==> src/spfl_pkg.sv <==
// Shared types, codes and field widths of the slot pool free-list allocator.
// No dependencies; used by spfl_step and the top-level core.
package spfl_pkg;

  localparam int SLOTS_DEF = 2048;

  localparam int OP_W     = 2;
  localparam int SLOT_W   = 11;
  localparam int STATUS_W = 2;
  localparam int COUNT_W  = 12;

  localparam int IN_TDATA_W   = ((SLOT_W + 7) / 8) * 8;
  localparam int IN_PAD_W     = IN_TDATA_W - SLOT_W;
  localparam int OUT_FIELDS_W = STATUS_W + SLOT_W + COUNT_W;
  localparam int OUT_TDATA_W  = ((OUT_FIELDS_W + 7) / 8) * 8;
  localparam int OUT_PAD_W    = OUT_TDATA_W - OUT_FIELDS_W;

  localparam logic [OP_W-1:0] OP_ALLOC = 2'd0;
  localparam logic [OP_W-1:0] OP_FREE  = 2'd1;
  localparam logic [OP_W-1:0] OP_NEXT  = 2'd2;

  localparam logic [STATUS_W-1:0] ST_OK    = 2'd0;
  localparam logic [STATUS_W-1:0] ST_FULL  = 2'd1;
  localparam logic [STATUS_W-1:0] ST_DFREE = 2'd2;
  localparam logic [STATUS_W-1:0] ST_NONE  = 2'd3;

  typedef enum logic [3:0] {
    S_IDLE = 4'b0001,
    S_EXEC = 4'b0010,
    S_SCAN = 4'b0100,
    S_OUT  = 4'b1000
  } state_t;

  // Compare results of the shared increment/compare unit.
  typedef struct packed {
    logic lt;
    logic eq;
  } step_flags_t;

endpackage

==> src/spfl_step.sv <==
// Shared increment and compare unit of the allocator sequencer.
// Depends on spfl_pkg for the flag struct.
module spfl_step #(
  parameter int UW = 13
) (
  input  logic [UW-1:0]          a,
  input  logic [UW-1:0]          b,
  output logic [UW-1:0]          sum,
  output spfl_pkg::step_flags_t  flags
);

  assign sum      = a + UW'(1);
  assign flags.lt = (a < b);
  assign flags.eq = (a == b);

endmodule

==> config.mk <==
export PLATFORM = sky130hd
export DESIGN_NAME = spfl_step
export DESIGN_NICKNAME = d
export VERILOG_FILES = /design/src/spfl_pkg.sv /design/src/spfl_step.sv
export SDC_FILE = /design/constraint.sdc
export NUM_CORES = 1
export LEC_CHECK = 0
export BUFFER_PORTS_ARGS = -buffer_cell sky130_fd_sc_hd__buf_2
export CORE_AREA = 2 2 39 41
export DETAILED_ROUTE_END_ITERATION = 10
export DIE_AREA = 0 0 41 43
export GPL_ROUTABILITY_DRIVEN = 0
export PLACE_DENSITY = 0.78
export SLEW_MARGIN = 20
export SYNTH_ARGS = -nofsm -noshare
export SYNTH_HDL_FRONTEND = slang
export SYNTH_SLANG_ARGS = --single-unit
==> constraint.sdc <==
create_clock -name vclk -period 3.3
set_clock_uncertainty 0.15 [all_clocks]
set_input_delay 0.66 -clock vclk [all_inputs]
set_output_delay 0.66 -clock vclk [all_outputs]
set_load 0.02 [all_outputs]
==> impl_metrics.toml <==
[layout]
drive_above_1_share = 0.3772
seq_cell_count = 0
syn_to_final_growth_pct = 43.17
final_cell_mix = "buf_2 (41), ha_1 (14), inv_1 (13), nand2_1 (6), xnor2_1 (6)"
nets = 156
nClkBuffers = 0
n_antenna_cell = 0
layout_commonest_cell = "buf_2"
multi_input_area_um2 = 473.0
fill_cells = 151
seq_area_um2 = 0

[synth]
synth_compound_area_frac = 0.08633
synth_area_um2 = 521.8
synthAdderAreaFrac = 0.3357
syn-mean-instance-area_um2 = 7.147
ys_types = 19
ys_seq_area_frac = 0
synth-xor-area-share = 0.1847
yosys.area_share.simple = 0.2998
synth_top_family_by_area = "adder cells"
synthMuxAreaShare = 0
syn-num-nets = 113
syn_inst = 73
yosysWarnings = 0

[global_routing]
grt_pass1_vias = 492
grt_overflow_total = 0
grt_pass1_wl_um = 1814
antenna_found_initial = 0
grt.met2_usage = 0.2500
use_met1 = 0.1841
gr-max-usage-layer = "met2"
grt_max_degree = 6
track_usage = 0.1380
use_met3 = 0

[pwr]
total_power_w = 0.00009320
power_density_nw_per_um2 = 124.8
p_leak_nw = 0.4526
worst_ir_drop_vdd_mv = 0.06454

[sta]
hold_violations = 0
tightest_slew_ns = 0.2531
maxSlewHeadroom = 0.8300
setup_tns_ns = 0
fmax_ghz = 0.3693
rsz0062_at_grt = "no"
fin_crit_sh = 0.8206
final_max_slew_viol_count = 0
post-route-min-period_ns = 2.708
setup_viol = 0

[drt]
ant_nets = 0
viasPerCell = 4.685
vias = 609
first_iter_violations = 6
drc_errors = 0
wire_per_inst_um = 9.515
totalWireLength_um = 1237
firstDrtPassIters = 4

[die]
ioPinCount = 41
initial_core_util = 0.3770
dieArea_um2 = 1763
rows = 14
core_area_um2 = 1384
die_w_um = 41
die_h_um = 43

[worst_setup_path]
cp_data_required_time_ns = 2.49
cpMostUsedCell = "buf_2"
cp_slowest_cell = "ha_1"
start_kind = "input port"
path_buf_inv = 2
worstSetupPathType = "input port to primary output"
critPathMaxFanout = 3
cpPeakStageDelay_ns = 0.29
endpoint_kind = "primary output"
cp_top_family = "simple AND/OR/NAND/NOR gates"
arrival_ns = 1.90
crit_chain = "buf_2, ha_1, nand4_1, nor3_1, o21ai_0, and4b_1, buf_2"

[placement]
dp_hpwl_um = 1182
portBuffers = 41

[cts]
postCtsSetupBuffers = 0
cts_hold_buf = 0
post_cts_resized = 0

[job]
cap_violations = 0

[hold_path]
whs_path_depth = 3
worstHoldStart = "a[0]"
hold_path_class = "input port to primary output"
hold_end = "sum[0]"

[run_status]
status = "completed"
## power by group
| part | total (W) | leakage [nW] | switching, W | internal, W |
|---|---|---|---|---|
| Combinational | 0.0000932 | 0.453 | 0.0000525 | 0.0000407 |
| Sequential | 0 | 0 | 0 | 0 |
| Clock | 0 | 0 | 0 | 0 |
| Total | 0.0000932 | 0.453 | 0.0000525 | 0.0000407 |
## per-layer routing
metal,up-vias,wire [um]
met4,0,0
li1,331,-
met1,257,549
met5,-,0
met3,0,70
met2,21,618
## logic make-up (layout without fill, tap and decap cells)
kind of cell             Yosys count  in the layout
AO/OA/AOI/OAI                      8              8
XOR/XNOR                          11             11
adder cells (fa/ha/maj)           14             14
buffers and inverters             13             54
AND/OR/NAND/NOR                   27             27
## through the flow
stage               cell area [um^2]  instances  hold slack [ns]  worst slack [ns]  utilization
detailed placement             747.0        130            1.473            0.5798       0.5398
global route                   747.0        130            1.489            0.4392       0.5398
finish                         747.0        130            1.471            0.5920       0.5398
CTS                            747.0        130            1.474            0.5727       0.5398
floorplan                      521.8         73            1.256            0.8554            -
global placement               747.0        130            1.470            0.6075       0.5398
## how the worst max path moves through the flow
stage	start	end	slack, ns	depth (start not counted)
6_report	a[11]	flags[1]	0.59	7
5_1_grt	a[8]	flags[1]	0.44	7
4_1_cts	a[11]	flags[1]	0.57	7
3_5_place_dp	a[11]	flags[1]	0.58	7
3_3_place_gp	a[11]	flags[1]	0.61	7
2_1_floorplan	b[1]	flags[1]	0.86	6
## cells in the mapped netlist
| cell type | n | area [um^2] |
|---|---|---|
| a21o_1 | 1 | 7.510 |
| a21oi_1 | 4 | 20.02 |
| and3_1 | 2 | 12.51 |
| and4_1 | 1 | 8.760 |
| and4b_1 | 1 | 10.01 |
| ha_1 | 14 | 175.2 |
| inv_1 | 13 | 48.80 |
| nand2_1 | 6 | 22.52 |
| nand3_1 | 5 | 25.02 |
| nand3_2 | 1 | 10.01 |
| nand4_1 | 2 | 12.51 |
| nor2_1 | 3 | 11.26 |
| nor2b_1 | 2 | 12.51 |
| nor3_1 | 3 | 15.01 |
| nor3_4 | 1 | 16.27 |
| o21a_1 | 1 | 7.510 |
| o21ai_0 | 2 | 10.01 |
| xnor2_1 | 6 | 52.55 |
| xor2_1 | 5 | 43.79 |
## final cells by class
| class | count | area share |
|---|---|---|
| well taps | 16 | 0.02680 |
| repair buffers | 41 | 0.2747 |
| multi-input cells | 60 | 0.6332 |
| inverters | 13 | 0.06533 |
Power figures use the tool's default switching activity.
