**config.mk**
```make
export PLATFORM = sky130hd
export DESIGN_NAME = spfl_ram
export DESIGN_NICKNAME = d
export VERILOG_FILES = /design/src/spfl_ram.sv
export SDC_FILE = /design/constraint.sdc
export NUM_CORES = 1
export LEC_CHECK = 0
export ABC_AREA = 0
export ABC_CLOCK_PERIOD_IN_PS = 2190
export BUFFER_PORTS_ARGS = -buffer_cell sky130_fd_sc_hd__buf_2
export CORE_UTILIZATION = 50
export DETAILED_ROUTE_END_ITERATION = 8
export GPL_TIMING_DRIVEN = 0
export PLACE_DENSITY = 0.74
export SLEW_MARGIN = 20
export SYNTH_ARGS = -nofsm -noshare
export SYNTH_HDL_FRONTEND = slang
export SYNTH_SLANG_ARGS = --single-unit
```
**constraint.sdc**
```tcl
create_clock -name clk -period 2.19 [get_ports clk]
set_input_delay 0.219 -clock clk [delete_from_list [all_inputs] [get_ports clk]]
set_output_delay 0.219 -clock clk [all_outputs]
set_load 0.01 [all_outputs]
```
**src/spfl_ram.sv**
```systemverilog
// Generic single-write, single-read RAM with registered read data.
// No dependencies; instanced for the link memory and the occupancy bitmap.
module spfl_ram #(
  parameter int W = 8,
  parameter int D = 16
) (
  input  logic                        clk,
  input  logic                        we,
  input  logic [$clog2(D)-1:0]        waddr,
  input  logic [W-1:0]                wdata,
  input  logic [$clog2(D)-1:0]        raddr,
  output logic [W-1:0]                rdata
);

  logic [W-1:0] mem [D];

  always_ff @(posedge clk) begin
    if (we) begin
      mem[waddr] <= wdata;
    end
    rdata <= mem[raddr];
  end

endmodule

```
==> metrics.txt <==
# TYPE chip_impl_metric gauge
chip_impl_metric{name="post-route-period-util",unit="%"} 64.89
chip_impl_metric{name="placeableCoreArea",unit="sq um"} 9864
chip_impl_metric{name="finalSetupTns",unit="ns"} 0
chip_impl_metric{name="hold_depth",unit=""} 1
chip_impl_metric{name="die_height",unit="um"} 103.5
chip_impl_metric{name="dp_hpwl",unit="um"} 5861
chip_impl_metric{name="power.share.switching",unit="%"} 19.60
chip_impl_metric{name="total_leakage_power",unit="nW"} 2.009
chip_impl_info{name="launching_instance_or_port_of_the_critical_path",value="mem[9][1]"} 1
chip_impl_metric{name="clock_tree.buffer_depth",unit=""} 2
chip_impl_metric{name="max_cap_viol_count",unit=""} 0
chip_impl_metric{name="syn_area",unit="sq um"} 5147
chip_impl_metric{name="synth_fp_nets",unit=""} 247
chip_impl_metric{name="final_layout_size_suffix_gt1_share",unit="%"} 29.23
chip_impl_info{name="grt_setup_unrepaired",value="no"} 1
chip_impl_metric{name="timing_worst_slew_pin_value",unit="ns"} 0.8264
chip_impl_metric{name="report.final.slew_viol_count",unit=""} 0
chip_impl_metric{name="area_growth_syn_to_layout",unit="%"} 16.26
chip_impl_metric{name="finalCoreUtilization",unit="%"} 60.67
chip_impl_metric{name="number_of_synthesized_flops_with_an_enable_pin",unit=""} 128
chip_impl_metric{name="report.final.setup_viol",unit=""} 0
chip_impl_metric{name="num_antenna_cells",unit=""} 0
chip_impl_metric{name="grt_max_degree",unit=""} 17
chip_impl_metric{name="ys.warnings.count",unit=""} 0
chip_impl_metric{name="combinationalPowerShare",unit="%"} 4.9
chip_impl_info{name="cts_root_buf",value="clkbuf_8"} 1
chip_impl_metric{name="die_area",unit="sq um"} 10710
chip_impl_metric{name="drt_iter0_markers",unit=""} 327
chip_impl_metric{name="grt_pass1_vias",unit=""} 2398
chip_impl_metric{name="drt_first_pass_iters",unit=""} 4
chip_impl_metric{name="globalplace.congestion",unit=""} 0.7061
chip_impl_info{name="worst_setup_path_end_kind",value="flop"} 1
chip_impl_info{name="yosys_most_used_dff",value="edfxtp_1"} 1
chip_impl_metric{name="grt_overflow",unit=""} 0
chip_impl_metric{name="h-tree-depth",unit=""} 4
chip_impl_metric{name="net-switching-power",unit="mW"} 1.119
chip_impl_metric{name="yosys.cell_types.count",unit=""} 19
chip_impl_metric{name="gr-usage-all-layers",unit="%"} 20.25
chip_impl_metric{name="number_of_cell_instances_on_the_worst_register_to_register_path",unit=""} 3
chip_impl_metric{name="final_net_count",unit=""} 290
chip_impl_metric{name="worstPathMaxFanout",unit=""} 1
chip_impl_info{name="critical_path_class",value="flop to flop"} 1
chip_impl_metric{name="vias",unit=""} 2388
chip_impl_metric{name="power_per_cell_area",unit="nW/um^2"} 953.6
chip_impl_metric{name="grt_first_pass_wirelength",unit="um"} 14280
chip_impl_info{name="regToRegStartpoint",value="mem[9][1]"} 1
chip_impl_metric{name="number_of_synthesized_register_bits",unit=""} 136
chip_impl_metric{name="seq_power_share",unit="%"} 51.3
chip_impl_metric{name="met1_usage",unit="%"} 28.95
chip_impl_metric{name="max_freq",unit="GHz"} 0.7037
chip_impl_metric{name="critical_path_required",unit="ns"} 2.57
chip_impl_metric{name="cts_setup_buffers",unit=""} 0
chip_impl_metric{name="ir_worst_vdd",unit="mV"} 0.4712
chip_impl_metric{name="fp-row-count",unit=""} 36
chip_impl_metric{name="buffer_ports.inserted",unit=""} 24
chip_impl_metric{name="timing.max_slew.rel_slack",unit="%"} 44.71
chip_impl_metric{name="hold_viol",unit=""} 0
chip_impl_metric{name="clock-sinks",unit=""} 136
chip_impl_metric{name="cts_buffer_count",unit=""} 17
chip_impl_metric{name="cell_internal_pwr",unit="mW"} 4.588
chip_impl_metric{name="clock_power_share",unit="%"} 43.8
chip_impl_metric{name="cp_data_arrival_time",unit="ns"} 1.80
chip_impl_metric{name="cts-hold-fix-buffers",unit=""} 0
chip_impl_info{name="synth_common_cells",value="edfxtp_1, mux4_2, a22oi_1"} 1
chip_impl_info{name="outcome",value="complete, no violations"} 1
chip_impl_metric{name="synth_seq_area_share",unit="%"} 77.78
chip_impl_metric{name="postCtsResizedCells",unit=""} 0
chip_impl_metric{name="wirelength",unit="um"} 9460
chip_impl_metric{name="antenna_violating_nets_post_route",unit=""} 0
chip_impl_metric{name="clk_transition_reported_paths",unit="ns"} 0.06
chip_impl_metric{name="yosys.area.top_type_share",unit="%"} 74.67
chip_impl_metric{name="clock_latency",unit="ns"} 0.51
chip_impl_metric{name="drc",unit=""} 0
chip_impl_metric{name="grt.met2_usage",unit="%"} 29.90
chip_impl_metric{name="antenna_found_initial",unit=""} 0
chip_impl_info{name="grt.busiest_layer",value="met2"} 1
chip_impl_info{name="start_kind",value="flop"} 1
chip_impl_metric{name="syn-instance-count",unit=""} 229
chip_impl_metric{name="period_needed",unit="ns"} 1.421
chip_impl_info{name="post_synth_main_area_contributors",value="edfxtp_1, mux4_2, mux4_1"} 1
chip_impl_metric{name="ioPinCount",unit=""} 26
chip_impl_metric{name="wl_per_cell",unit="um"} 22.69
chip_impl_info{name="cts_tree",value="done"} 1
chip_impl_metric{name="die_width",unit="um"} 103.5
chip_impl_metric{name="start_util",unit="%"} 52.18
chip_impl_metric{name="via_per_inst",unit=""} 5.727
chip_impl_metric{name="synth-async-reset-ratio",unit="%"} 0
chip_impl_info{name="synth_top_area_cell",value="edfxtp_1"} 1
chip_impl_info{name="min_delay_startpoint",value="wdata[6]"} 1
chip_impl_info{name="post-synth-top-count-cell",value="edfxtp_1"} 1
chip_impl_metric{name="synthesis.area_per_instance",unit="sq um"} 22.48
chip_impl_metric{name="clock_skew",unit="ns"} 0.009296
chip_impl_info{name="worst_hold_path_type",value="input port to flop"} 1
chip_impl_metric{name="gr-usage-met3",unit="%"} 5.981
stage by stage:
step                total power, mW  std cells  area (sq um)  setup WS, ns  hold WS (ns)
global placement              3.245        386          5434      -0.07293        0.6130
detailed placement            3.259        386          5449        0.2657        0.6129
floorplan                     3.132        229          5147        0.4781        0.3179
finish                        5.707        417          5984        0.7689        0.1101
global route                  5.867        417          5984        0.7302        0.1068
CTS                           5.729        417          5979        0.7517        0.1008
area by class of cell:
class	instances	area, sq um
Clock inverter	3	15.01
Tap cell	133	166.4
Fill cell	674	3880
Buffer	10	86.33
Sequential cell	136	4004
Clock buffer	28	515.5
Multi-Input combinational cell	83	1077
Timing Repair Buffer	24	120.1
path summary, 6_finish.rpt:
path	endpoint	slack, ns
setup / recovery	rdata[1]	0.77
setup reg to reg	rdata[1]	0.77
hold / removal	mem[6][6]	0.11
hold reg to reg	rdata[2]	0.69
placed cells by master (no fill, tap or decap), types with 2 or more instances in the layout:
master	n
nand2b_1	2
buf_6	3
clkbuf_1	5
nor2_1	13
edfxtp_1	128
nand3b_1	2
dfxtp_1	8
clkinv_2	3
clkdlybuf4s25_2	3
buf_2	27
a22oi_1	16
mux4_1	14
clkbuf_16	16
nand2_1	9
clkbuf_8	7
nor3_2	4
mux4_2	18
layer usage:
| metal | vias up | part of all wire, % |
|---|---|---|
| li1 | 1062 | - |
| met3 | 8 | 8.2 |
| met1 | 1219 | 43 |
| met4 | 0 | 1.3 |
| met5 | - | 0 |
| met2 | 99 | 47 |
worst max-delay path, cell delays in order, from the launching register on:
cell and delay (ns):
edfxtp_1 0.35, mux4_1 0.51, a22oi_1 0.35, nand2_1 0.08
power groups by stage:
stage / Sequential [mW] / Combinational [mW] / Clock (mW)
CTS: 2.93 / 0.282 / 2.52
finish: 2.93 / 0.280 / 2.50
global route: 2.93 / 0.305 / 2.63
floorplan: 2.98 / 0.148 / 0
detailed placement: 2.98 / 0.281 / 0
global placement: 2.97 / 0.271 / 0
registers in the layout, summed over array words and instances (netlist names):
name and count:
mem 128, rdata 8
cells by family (layout without fill, tap and decap cells):
logic type / Yosys count / after routing / synth area share [%]
compound gates: 16 / 16 / 2.334
buf+inv: 10 / 65 / 1.677
flops: 136 / 136 / 77.78
mux: 32 / 32 / 15.02
simple gates: 35 / 35 / 3.184
No activity file was read; power rests on OpenSTA's default activity.
